<file path="src/hw/rtl/blr_pkg.sv">
// Shared types and constants of the bicubic line resampler.
// No dependencies; used by blr_mac and bicubic_line_resampler_top.
package blr_pkg;

    localparam int POS_W    = 11;
    localparam int SMP_W    = 8;
    localparam int TAPI_W   = 4;
    localparam int CNT_W    = 5;
    localparam int WGT_W    = 25;
    localparam int FRAC_BITS = 22;
    localparam int PROD_W   = SMP_W + 1 + WGT_W;
    // 16 taps of 8x25 bits plus rounding term, with headroom
    localparam int ACC_W    = PROD_W + CNT_W + 1;
    localparam int IDX_W    = POS_W + 1;

    localparam logic signed [ACC_W-1:0] ACC_INIT = ACC_W'(1) << (FRAC_BITS - 1);
    localparam logic signed [ACC_W-1:0] ACC_MAX  = ACC_W'(255) << FRAC_BITS;

    typedef enum logic [1:0] {
        MODE_SAMPLE  = 2'd0,
        MODE_HEADER  = 2'd1,
        MODE_WEIGHT  = 2'd2,
        MODE_COMPUTE = 2'd3
    } mode_t;

    typedef struct packed {
        logic [POS_W-1:0] first;
        logic [CNT_W-1:0] len;
    } kern_t;

    typedef struct packed {
        logic clear;   // load rounding term into accumulator
        logic vld;     // operands valid this cycle
    } mac_ctl_t;

endpackage

</file>
<file path="src/hw/rtl/blr_mac.sv">
// Shared multiply-accumulate unit with output clamp.
// Depends on blr_pkg.
module blr_mac
    import blr_pkg::*;
(
    input  logic                    clk,
    input  logic                    rst_n,
    input  mac_ctl_t                ctl,
    input  logic [SMP_W-1:0]        smp,
    input  logic signed [WGT_W-1:0] wgt,
    output logic                    busy,
    output logic [SMP_W-1:0]        result
);

    logic signed [PROD_W-1:0] prod_reg;
    logic                     prod_vld_reg;
    logic signed [ACC_W-1:0]  acc_reg;
    logic signed [ACC_W-1:0]  acc_next;

    always_ff @(posedge clk)
    begin
        prod_reg <= $signed({1'b0, smp}) * wgt;
    end

    always_comb
    begin
        acc_next = acc_reg;
        if (ctl.clear)
        begin
            acc_next = ACC_INIT;
        end
        else if (prod_vld_reg)
        begin
            acc_next = acc_reg + ACC_W'(prod_reg);
        end
    end

    always_ff @(posedge clk or negedge rst_n)
    begin
        if (!rst_n)
        begin
            prod_vld_reg <= 1'b0;
            acc_reg      <= ACC_INIT;
        end
        else
        begin
            prod_vld_reg <= ctl.vld;
            acc_reg      <= acc_next;
        end
    end

    assign busy = prod_vld_reg;

    always_comb
    begin
        if (acc_reg <= 0)
        begin
            result = '0;
        end
        else if (acc_reg >= ACC_MAX)
        begin
            result = '1;
        end
        else
        begin
            result = acc_reg[FRAC_BITS +: SMP_W];
        end
    end

    assert property (@(posedge clk) disable iff (!rst_n)
        ctl.clear |-> !prod_vld_reg && !ctl.vld)
        else $error("accumulator cleared while taps in flight");

    assert property (@(posedge clk) disable iff (!rst_n)
        prod_vld_reg |-> $past(ctl.vld))
        else $error("product valid without operands");

    assert property (@(posedge clk) disable iff (!rst_n)
        ctl.clear |=> acc_reg == ACC_INIT)
        else $error("accumulator not loaded with rounding term");

endmodule
</file>
<file path="config.mk">
export PLATFORM = sky130hd
export DESIGN_NAME = blr_mac
export DESIGN_NICKNAME = d
export VERILOG_FILES = /design/src/hw/rtl/blr_pkg.sv /design/src/hw/rtl/blr_mac.sv
export SDC_FILE = /design/constraint.sdc
export NUM_CORES = 1
export LEC_CHECK = 0
export BUFFER_PORTS_ARGS = -buffer_cell sky130_fd_sc_hd__buf_4
export CORE_MARGIN = 8
export CORE_UTILIZATION = 30
export CTS_BUF_LIST = sky130_fd_sc_hd__clkbuf_4
export CTS_CLUSTER_SIZE = 8
export DETAILED_ROUTE_END_ITERATION = 7
export GPL_TIMING_DRIVEN = 0
export PLACE_DENSITY = 0.46
export RECOVER_POWER = 50
export SLEW_MARGIN = 10
export SYNTH_ARGS = -nofsm -noshare
export SYNTH_HDL_FRONTEND = slang
export SYNTH_SLANG_ARGS = --single-unit
</file>
<file path="constraint.sdc">
create_clock -name clk -period 2.68 [get_ports clk]
set_input_delay 0 -clock clk [delete_from_list [all_inputs] [get_ports clk]]
set_output_delay 0 -clock clk [all_outputs]
set_load 0.03 [all_outputs]
</file>
# After elaboration in Yosys (flattened, before gate mapping)
# Index checks and enable logic that the tools add are counted.
[word_totals]
register_bits = 75
in_bits = 37
[op_classes]
multipliers = 1
mux = 4
n_lt_le_gt_ge = 2
n_reduce_logical = 1
add_sub_neg = 1
[ops]
columns = ["operator", "n"]
rows = [
  ["40-bit two-way mux", 2],
  ["40-bit by 34-bit adder with 40-bit output", 1],
  ["40-bit by 31-bit greater-or-equal comparator with 1-bit output, second input constant", 1],
  ["40-bit by 1-bit <= comparator with 1-bit output, second input constant", 1],
  ["9-bit by 25-bit multiplier with 34-bit output", 1],
  ["8-bit two-way mux", 2],
  ["2-bit nonzero test", 1],
]

# Longest topological paths before layout
# Gate-level depths: netlist of the first run.
[logic_depth]
word_depth = 3
mapped_depth = 20
mapped_depth_nobuf = 19

# Worst setup path before layout of the first run
# OpenSTA, ideal clock, no wires.
[synth_timing]
kind = "input to register"
startpoint = "input smp[5]"
endpoint = "register prod_reg[32]"
t_required_ps = 2608
slack_ps = -1767
path_buffers = 1
path_stages = 19
arrival_ps = 4375
cell_sequence = "clkbuf_1 -> nand2_1 -> fa_1 -> inv_1 -> fa_1 -> fa_1 -> inv_1 -> fa_1 -> inv_1 -> ha_1 -> a21oi_1 -> o21ai_1 -> a211oi_1 -> a21oi_1 -> a31oi_1 -> o21ai_1 -> a311oi_1 -> nand2b_1 -> xnor2_1"
[synth_between]
elab_chain_len = 1
[synth_rtl]
columns = ["item", "line_no", "source"]
rows = [
  ["start: declaration", "blr_mac.sv:9", "input logic [SMP_W-1:0] smp,"],
  ["9-bit by 25-bit multiplier with 34-bit output", "blr_mac.sv:22", "prod_reg <= $signed({1'b0, smp}) * wgt;"],
  ["end signal: assignment", "blr_mac.sv:22", ""],
  ["end: declaration", "blr_mac.sv:15", "logic signed [PROD_W-1:0] prod_reg;"],
]
# Every way passes these cells.
# A chain may end at the register's enable or synchronous reset.

# Worst setup path in the final report of the first run
[layout_timing]
startpoint = "input smp[5]"
endpoint = "register prod_reg[31]"
# Same word-level chain as after synthesis.

==> impl_metrics.ini, run 1 <==
[logic_synthesis]
synthFlopType = dfrtp_1
syn-cell-area_mm2 = 0.0116
yosys-top-cells-area = fa_1 27%, ha_1 12%, dfrtp_1 8.6%, inv_1 7.9%, dfxtp_1 5.9%
synth_top_area_cell = fa_1
synth_nets = 1655
synth_edf_count = 0
avgSynthCellArea_um2 = 8.57
synth_top_area_share_pct = 27.1
ys_seq_area_share_pct = 14.7
netlist-cell-type-count = 62
yosysWarningCount = 0
synth-async-reset-ratio_pct = 54.7
netlist_instances = 1354
ys_ff_latch = 75

[die]
die_w_um = 213
die_area_mm2 = 0.0452
num_io_pins = 46
die_y_um = 213
row_count = 72
core_mm2 = 0.0385
start_util_pct = 30.2

[layout]
largest_register_ffs = 40
n_fill_cell = 3880
final_cells = 2003
multiInputGateArea_mm2 = 0.00997
mostFrequentLayoutCells = 224 x inv_1, 148 x fa_1, 117 x nand2_1
nets = 1780
drive_gt1_share_pct = 24.2
final_common_cell = inv_1
final_util_pct = 38.7
synthToLayoutAreaGrowth_pct = 28.3
ff_latch_area_mm2 = 0.00171

[grt]
overflow = 0
grt_pass1_vias = 9724
grt_pass1_wl_um = 51700
grt_max_degree = 42
track_usage_pct = 14.2
antenna_found_initial = 1

[setup_path]
cp-start-kind = primary input
max_stage_delay_ns = 0.53
crit_chain = buf_12 > clkbuf_16 > buf_12 > and2_4 > fa_2 > fa_1 > fa_1 > inv_1 > fa_1 > inv_2 > ha_4 > nand4_1 > nor2_2 > nand3_2 > a31oi_4 > o21ai_4 > a21oi_2 > nor2_4 > o2111ai_2 > or3b_1
worstPathMaxFanout = 8
critPathKind = in -> reg
cp_top_family = adder cells
end_kind = register
crit_top_cell = fa_1
cp_slowest_cell = fa_2
worst-path-buf-inv = 5
worstPathArrival_ns = 4.35
r2r_cells = 11
worst-r2r-setup-slack_ns = -0.40
crit_required_ns = 3.02
cp_num_cells = 20

[route]
wl_per_cell_um = 15.9
ant_nets = 0
vias_per_cell = 4.69
drt_pass1_iterations = 8
drt_iter0_markers = 426
drcViolationCount = 2
num_vias = 9396
drt_wl_total_um = 31900

[clock_tree]
numCtsBuffers = 9
htree_num_levels = 3
cts_root_buffer = clkbuf_4
clk_pin_slew_ns = 0.14
cts_buffer_depth = 2
clk_latency_ns = 0.45
clock_sinks = 75
tritoncts = yes

[place]
dpl.hpwl_um = 25400
gp_congestion = 0.850
placed_cells = 1916
io_buffers = 44

[min_path]
min_path_type = in -> reg
hold_depth = 4

[timing]
period_needed_ns = 4.02
slew_headroom_pct = 19.1
setup_tns_ns = -26.27
skew_ns = 0.0241
rsz0062_at_grt = yes
worstMarginPinSlew_ns = 1.21
drv_slew = 0
setup_slack_ns = -1.34
timing_hold_violations_final = 0
fmax_mhz = 249
period_share_pct = 150
finalSetupViolations = 40

[run_status]
status = complete, but fails checks
violations = DRC, setup timing

[power]
p_leak_nw = 7.07
p_per_area_mw_per_mm2 = 1190
ir_drop_mv = 0.399
power_mw = 17.7

[run]
cap_violations = 0
area by class of cell:
class | instances | share of cell area [%]
Sequential cell | 75 | 11.5
Clock buffer | 10 | 0.504
Multi-Input combinational cell | 996 | 67.0
Inverter | 246 | 6.20
Tap cell | 518 | 4.35
Clock inverter | 6 | 0.504
Antenna cell | 1 | 0.0168
Buffer | 31 | 2.60
Timing Repair Buffer | 120 | 7.38
worst min-delay path: stages:
cell and delay, ns:
buf_12 0.11, and2_1 0.14, ha_1 0.14, ha_1 0.12
path summary, 6_finish.rpt:
| check | from | endpoint |
|---|---|---|
| worst min register to register | acc_reg[21] | acc_reg[21] |
| worst min-delay path | smp[1] | prod_reg[2] |
| worst max-delay path | smp[5] | prod_reg[31] |
| max in group asynchronous | rst_n | acc_reg[22] |
| min in group asynchronous | rst_n | acc_reg[3] |
| worst max register to register | acc_reg[0] | acc_reg[36] |
routing by layer:
layer  track usage (%)  share of wire, %  vias to the layer above
met5                 0                 0                        -
met4              3.05               1.5                        0
met3              1.12               1.8                       32
met2              24.6                49                      108
met1              19.1                48                     4615
li1                  -                 -                     4641
cells by family (layout without fill, tap and decap cells):
| logic type | after synthesis | in the layout | share of synthesized area [%] |
|---|---|---|---|
| AND/OR/NAND/NOR | 420 | 420 | 17.9 |
| other | 0 | 1 | 0 |
| buffers and inverters | 283 | 413 | 9.15 |
| flip-flops | 75 | 75 | 14.7 |
| AO/OA/AOI/OAI | 234 | 234 | 13.5 |
| multiplexers | 23 | 23 | 1.99 |
| adder cells (fa/ha/maj) | 264 | 264 | 38.6 |
| XOR/XNOR | 55 | 55 | 4.15 |
synth_stat cells (8+ instances only):
cell      number
ha_1         107
nand3_1       22
o21a_1        18
o21ai_0       14
and2_1       106
a211oi_1      11
a21o_1        25
fa_1         157
and3_1        11
xor2_1        13
mux2i_1       22
nor4_1        11
nor3_1        15
xnor2_1       42
a31oi_1        8
o21ai_1       29
a21oi_1       72
dfrtp_1       40
dfxtp_1       34
clkbuf_1      35
o211ai_1       8
nand2_1      147
nor2_1        65
nand4_1       16
inv_1        243
o21bai_1       8
report_power, final:
group	switching, mW	total [mW]	internal, mW
clock network	0.449	0.755	0.306
registers	0.429	2.11	1.69
logic	7.85	14.9	7.01
what timing repair did:
action | 4_1_cts | 5_1_grt
endpoints found under the hold margin | 44 | 0
endpoints found under the setup margin | 49 | 50
hold buffers | 5 | 0
pin swaps | 87 | 102
gates cloned | 1 | 0
gates resized for setup | 118 | 101
buffers inserted | 50 | 29
per-stage QoR:
step	setup slack [ns]	hold slack (ns)	area [µm²]
after floorplan	-1.41	-0.296	12200
after global placement	-2.32	0.0557	13100
after detailed placement	-2.32	0.0500	13100
after CTS	-1.41	0.0761	14300
after global routing	-1.46	0.0645	14900
final	-1.34	0.0910	14900
Power figures use the tool's default switching activity.
==> run 2: changes to the inputs <==
Settings changed: PLACE_DENSITY 0.46 to unset.
==> impl_metrics.ini, run 2 (same netlist as run 1, synthesis figures left out) <==
[place]
placed_cell_area_mm2 = 0.0131
gp_congestion = 0.864
dpl.hpwl_um = 24300
io_buffers = 44
placed_cells = 1916

[run_status]
violations = setup timing
status = complete, but fails checks

[clock_tree]
tritoncts = yes
clock_sinks = 75
clk_latency_ns = 0.45
htree_num_levels = 3
cts_buffer_depth = 2
clk_pin_slew_ns = 0.12
numCtsBuffers = 9
cts_root_buffer = clkbuf_4

[setup_path]
end_kind = register
crit_chain = buf_12 > clkbuf_16 > and2_4 > fa_1 > fa_1 > fa_1 > inv_2 > fa_1 > inv_2 > ha_4 > nand4_1 > nor2_4 > nand3_2 > a31oi_4 > o21ai_2 > a21oi_2 > nor2_2 > o2111ai_1 > or3b_1
cp_slowest_cell = fa_1
r2r-start = acc_reg[0]
worstPathArrival_ns = 4.36
crit_top_cell = fa_1
critPathKind = in -> reg
worst-r2r-setup-slack_ns = -0.49
max_stage_delay_ns = 0.56
cp-start-kind = primary input
worstPathMaxFanout = 8
crit_required_ns = 3.02
startpoint = smp[5]

[timing]
fmax_mhz = 249
finalSetupViolations = 42
period_needed_ns = 4.02
slew_headroom_pct = 18.4
skew_ns = 0.0274
worstMarginPinSlew_ns = 1.22
timing_hold_violations_final = 0
setup_slack_ns = -1.34
rsz0062_at_grt = yes
period_share_pct = 150
drv_slew = 0

[route]
drt_iter0_markers = 428
drt_pass1_iterations = 5
wl_per_cell_um = 15.9
ant_nets = 0
vias_per_cell = 4.82
num_vias = 9763
drcViolationCount = 0
drt_wl_total_um = 32200

[min_path]
min_path_type = in -> reg
hold_path_startpoint = smp[3]

[die]
start_util_pct = 30.2
die_w_um = 213
row_count = 72
die_area_mm2 = 0.0452
num_io_pins = 46
die_y_um = 213
core_mm2 = 0.0385

[layout]
drive_gt1_share_pct = 26.5
synthToLayoutAreaGrowth_pct = 31.3
final_cells = 2027
nets = 1804
final_common_cell = inv_1
final_area_mm2 = 0.0152
mostFrequentLayoutCells = 217 x inv_1, 148 x fa_1, 113 x nand2_1
largest_register_ffs = 40

[grt]
grt_max_degree = 42
overflow = 0
grt_pass1_wl_um = 51700
antenna_found_initial = 1
grt_pass1_vias = 10200
track_usage_pct = 14.1

[power]
p_per_area_mw_per_mm2 = 1230
ir_drop_mv = 0.580
p_leak_nw = 7.21

[run]
cap_violations = 0
[run 2: metal layers]
metal | wire (µm) | up-vias | track usage (%)
met3 | 836 | 56 | 1.35
met4 | 842 | 0 | 4.28
met5 | 0 | - | 0
met1 | 14200 | 4842 | 17.2
li1 | - | 4686 | -
met2 | 16300 | 179 | 25.7
[run 2: path summary, 6_finish.rpt]
path                                endpoint  cells past startpoint
worst max register to register   acc_reg[38]                     11
max in group asynchronous        acc_reg[24]                      2
min in group asynchronous         acc_reg[3]                      2
worst max-delay path            prod_reg[31]                     19
worst min-delay path             prod_reg[3]                      4
worst min register to register   acc_reg[20]                      2
[run 2: power by group]
part | internal [mW] | switching, mW | leakage [nW]
Clock | 0.391 | 0.429 | 0.0909
Sequential | 1.69 | 0.454 | 0.819
Combinational | 7.55 | 8.19 | 6.30
Total | 9.63 | 9.08 | 7.21
[run 2: layout make-up]
cell class              count  area (µm²)
multi-input cells         996       10100
plain buffers              30         394
repair buffers            145        1310
flip-flops and latches     75        1710
well taps                 518         648
diodes                      1        2.50
clock buffers              10        75.1
inverters                 246         923
fillers                  3803       23200
clock inverters             6        88.8
[run 2: timing repair]
item | CTS | global route
pin swaps | 131 | 119
hold buffers | 5 | 0
gates cloned | 5 | 0
setup endpoints to repair | 48 | 51
buffers inserted | 58 | 36
hold endpoints to repair | 44 | 0
resized for setup | 134 | 113
[run 2: stage by stage]
step | hold slack, ns | power, mW | utilization [%] | worst slack [ns] | TNS [ns]
2_1_floorplan | -0.296 | 11.7 | - | -1.41 | -24.27
3_3_place_gp | 0.0515 | 13.9 | 34.2 | -2.23 | -44.53
3_5_place_dp | 0.0561 | 14.1 | 34.2 | -2.24 | -45.28
4_1_cts | 0.113 | 16.7 | 37.7 | -1.30 | -25.44
5_1_grt | 0.138 | 20.4 | 39.6 | -1.49 | -32.52
6_report | 0.128 | 18.7 | 39.6 | -1.34 | -27.33
[run 2: critical path: cells and delay by family]
| kind | cells | cell delay (ns) |
|---|---|---|
| AOI/OAI and AO/OA | 4 | 0.64 |
| adders and majority gates | 5 | 2.34 |
| buffers and inverters | 4 | 0.35 |
| and+or+nand+nor | 6 | 1.00 |
==> run 3: changes to the inputs <==
Settings changed: MAX_ROUTING_LAYER set to met4.
==> impl_metrics.ini, run 3 (same netlist as run 1, synthesis figures left out) <==
[die]
start_util_pct = 30.2
die_y_um = 213
die_area_mm2 = 0.0452
num_io_pins = 46
core_mm2 = 0.0385
row_count = 72
die_w_um = 213

[min_path]
whs_endpoint = prod_reg[3]
hold_path_startpoint = wgt[0]
hold_depth = 4
min_path_type = in -> reg

[power]
p_per_area_mw_per_mm2 = 1240
p_comb_share_pct = 84.5
p_int_mw = 9.80
p_clk_share_pct = 4.3
p_sw_mw = 9.25
netSwitchingFraction_pct = 48.6
p_seq_share_pct = 11.2
power_mw = 19.1
p_leak_nw = 7.27
ir_drop_mv = 0.599

[clock_tree]
htree_num_levels = 3
clock_sinks = 75
clk_pin_slew_ns = 0.12
numCtsBuffers = 9
clk_latency_ns = 0.44
tritoncts = yes
cts_root_buffer = clkbuf_4
cts_buffer_depth = 2

[run_status]
status = complete, but fails checks
violations = setup timing

[grt]
grt_pass1_vias = 10200
grt_max_degree = 42
antenna_found_initial = 1
overflow = 0
grt_pass1_wl_um = 51700
track_usage_pct = 14.5

[setup_path]
cp-start-kind = primary input
crit_required_ns = 3.01
r2r_cells = 11
worstPathArrival_ns = 4.32
critPathKind = in -> reg
r2r-end = acc_reg[38]
end_kind = register
worst-r2r-setup-slack_ns = -0.49
r2r-start = acc_reg[0]
worstPathMaxFanout = 5
startpoint = smp[0]

[place]
dpl.hpwl_um = 24300
placed_cell_area_mm2 = 0.0131
placed_cells = 1916
gp_congestion = 0.878
io_buffers = 44

[timing]
period_share_pct = 149
setup_slack_ns = -1.30
slew_headroom_pct = 17.9
worstMarginPinSlew_ns = 1.23
fmax_mhz = 251
period_needed_ns = 3.98
skew_ns = 0.0227
drv_slew = 0
hold_ws_ns = 0.131
rsz0062_at_grt = yes
finalSetupViolations = 42
timing_hold_violations_final = 0

[layout]
mostFrequentLayoutCells = 212 x inv_1, 147 x fa_1, 107 x nand2_1
final_cells = 2034
drive_gt1_share_pct = 28.3
final_common_cell = inv_1
largest_register_ffs = 40
final_util_pct = 40.0
final_area_mm2 = 0.0154
nets = 1811
synthToLayoutAreaGrowth_pct = 32.6

[route]
ant_nets = 0
drt_wl_total_um = 32500
wl_per_cell_um = 16.0
drt_pass1_iterations = 4
num_vias = 9775
drcViolationCount = 0
vias_per_cell = 4.81
drt_iter0_markers = 440

[run]
cap_violations = 0
## run 3: critical path: stages
cell and delay [ns]:
buf_12 0.11, clkbuf_16 0.15, buf_4 0.11, nand2_2 0.04, fa_1 0.49, inv_2 0.04
fa_1 0.50, fa_1 0.50, inv_1 0.05, fa_1 0.49, inv_2 0.05, ha_4 0.28
nand4_1 0.17, nor2_4 0.16, nand3_2 0.12, a31oi_4 0.21, o21ai_2 0.09, a21oi_2 0.14
nor2_2 0.06, o2111ai_1 0.18, or3b_1 0.35
## run 3: final cells by class
type,count,area (µm²)
flip-flops and latches,75,1710
repair buffers,152,1380
well taps,518,648
fillers,3804,23100
multi-input cells,996,10200
clock inverters,6,88.8
plain buffers,30,394
inverters,246,923
clock buffers,10,75.1
diodes,1,2.50
## run 3: how the worst max path moves through the flow
stage	cells past startpoint	end	slack, ns
global route	22	prod_reg[33]	-1.48
floorplan	19	prod_reg[31]	-1.41
finish	21	prod_reg[31]	-1.30
CTS	20	prod_reg[33]	-1.30
detailed placement	19	prod_reg[31]	-2.24
global placement	19	prod_reg[31]	-2.23
## run 3: repair_timing
| item | CTS | global route |
|---|---|---|
| endpoints found under the hold margin | 44 | 0 |
| buffers inserted | 58 | 44 |
| resized for setup | 134 | 145 |
| gates cloned | 5 | 0 |
| pin swaps | 131 | 150 |
| hold buffers | 5 | 0 |
| endpoints found under the setup margin | 48 | 51 |
## run 3: metal layers
layer  vias to the layer above  wire length [µm]  track usage (%)  share of wire, %
met2                       196             16400             25.7                51
li1                       4691                 -                -                 -
met5                         -                 0                -                 0
met4                         0               932             4.31               2.9
met3                        61               804             1.19               2.5
met1                      4827             14300             17.3                44
## run 3: metrics by stage
stage                     setup TNS (ns)  setup WS [ns]
after detailed placement          -45.28          -2.24
after global routing              -33.29          -1.48
after floorplan                   -24.27          -1.41
after CTS                         -25.44          -1.30
after global placement            -44.53          -2.23
final                             -28.19          -1.30
## run 3: power groups by stage
stage	registers [mW]	clock network, mW	logic, mW
after floorplan	1.92	0	9.76
after global placement	2.08	0	11.8
after detailed placement	2.08	0	12.0
after CTS	2.08	0.835	13.8
after global routing	2.19	0.891	17.7
final	2.14	0.816	16.1
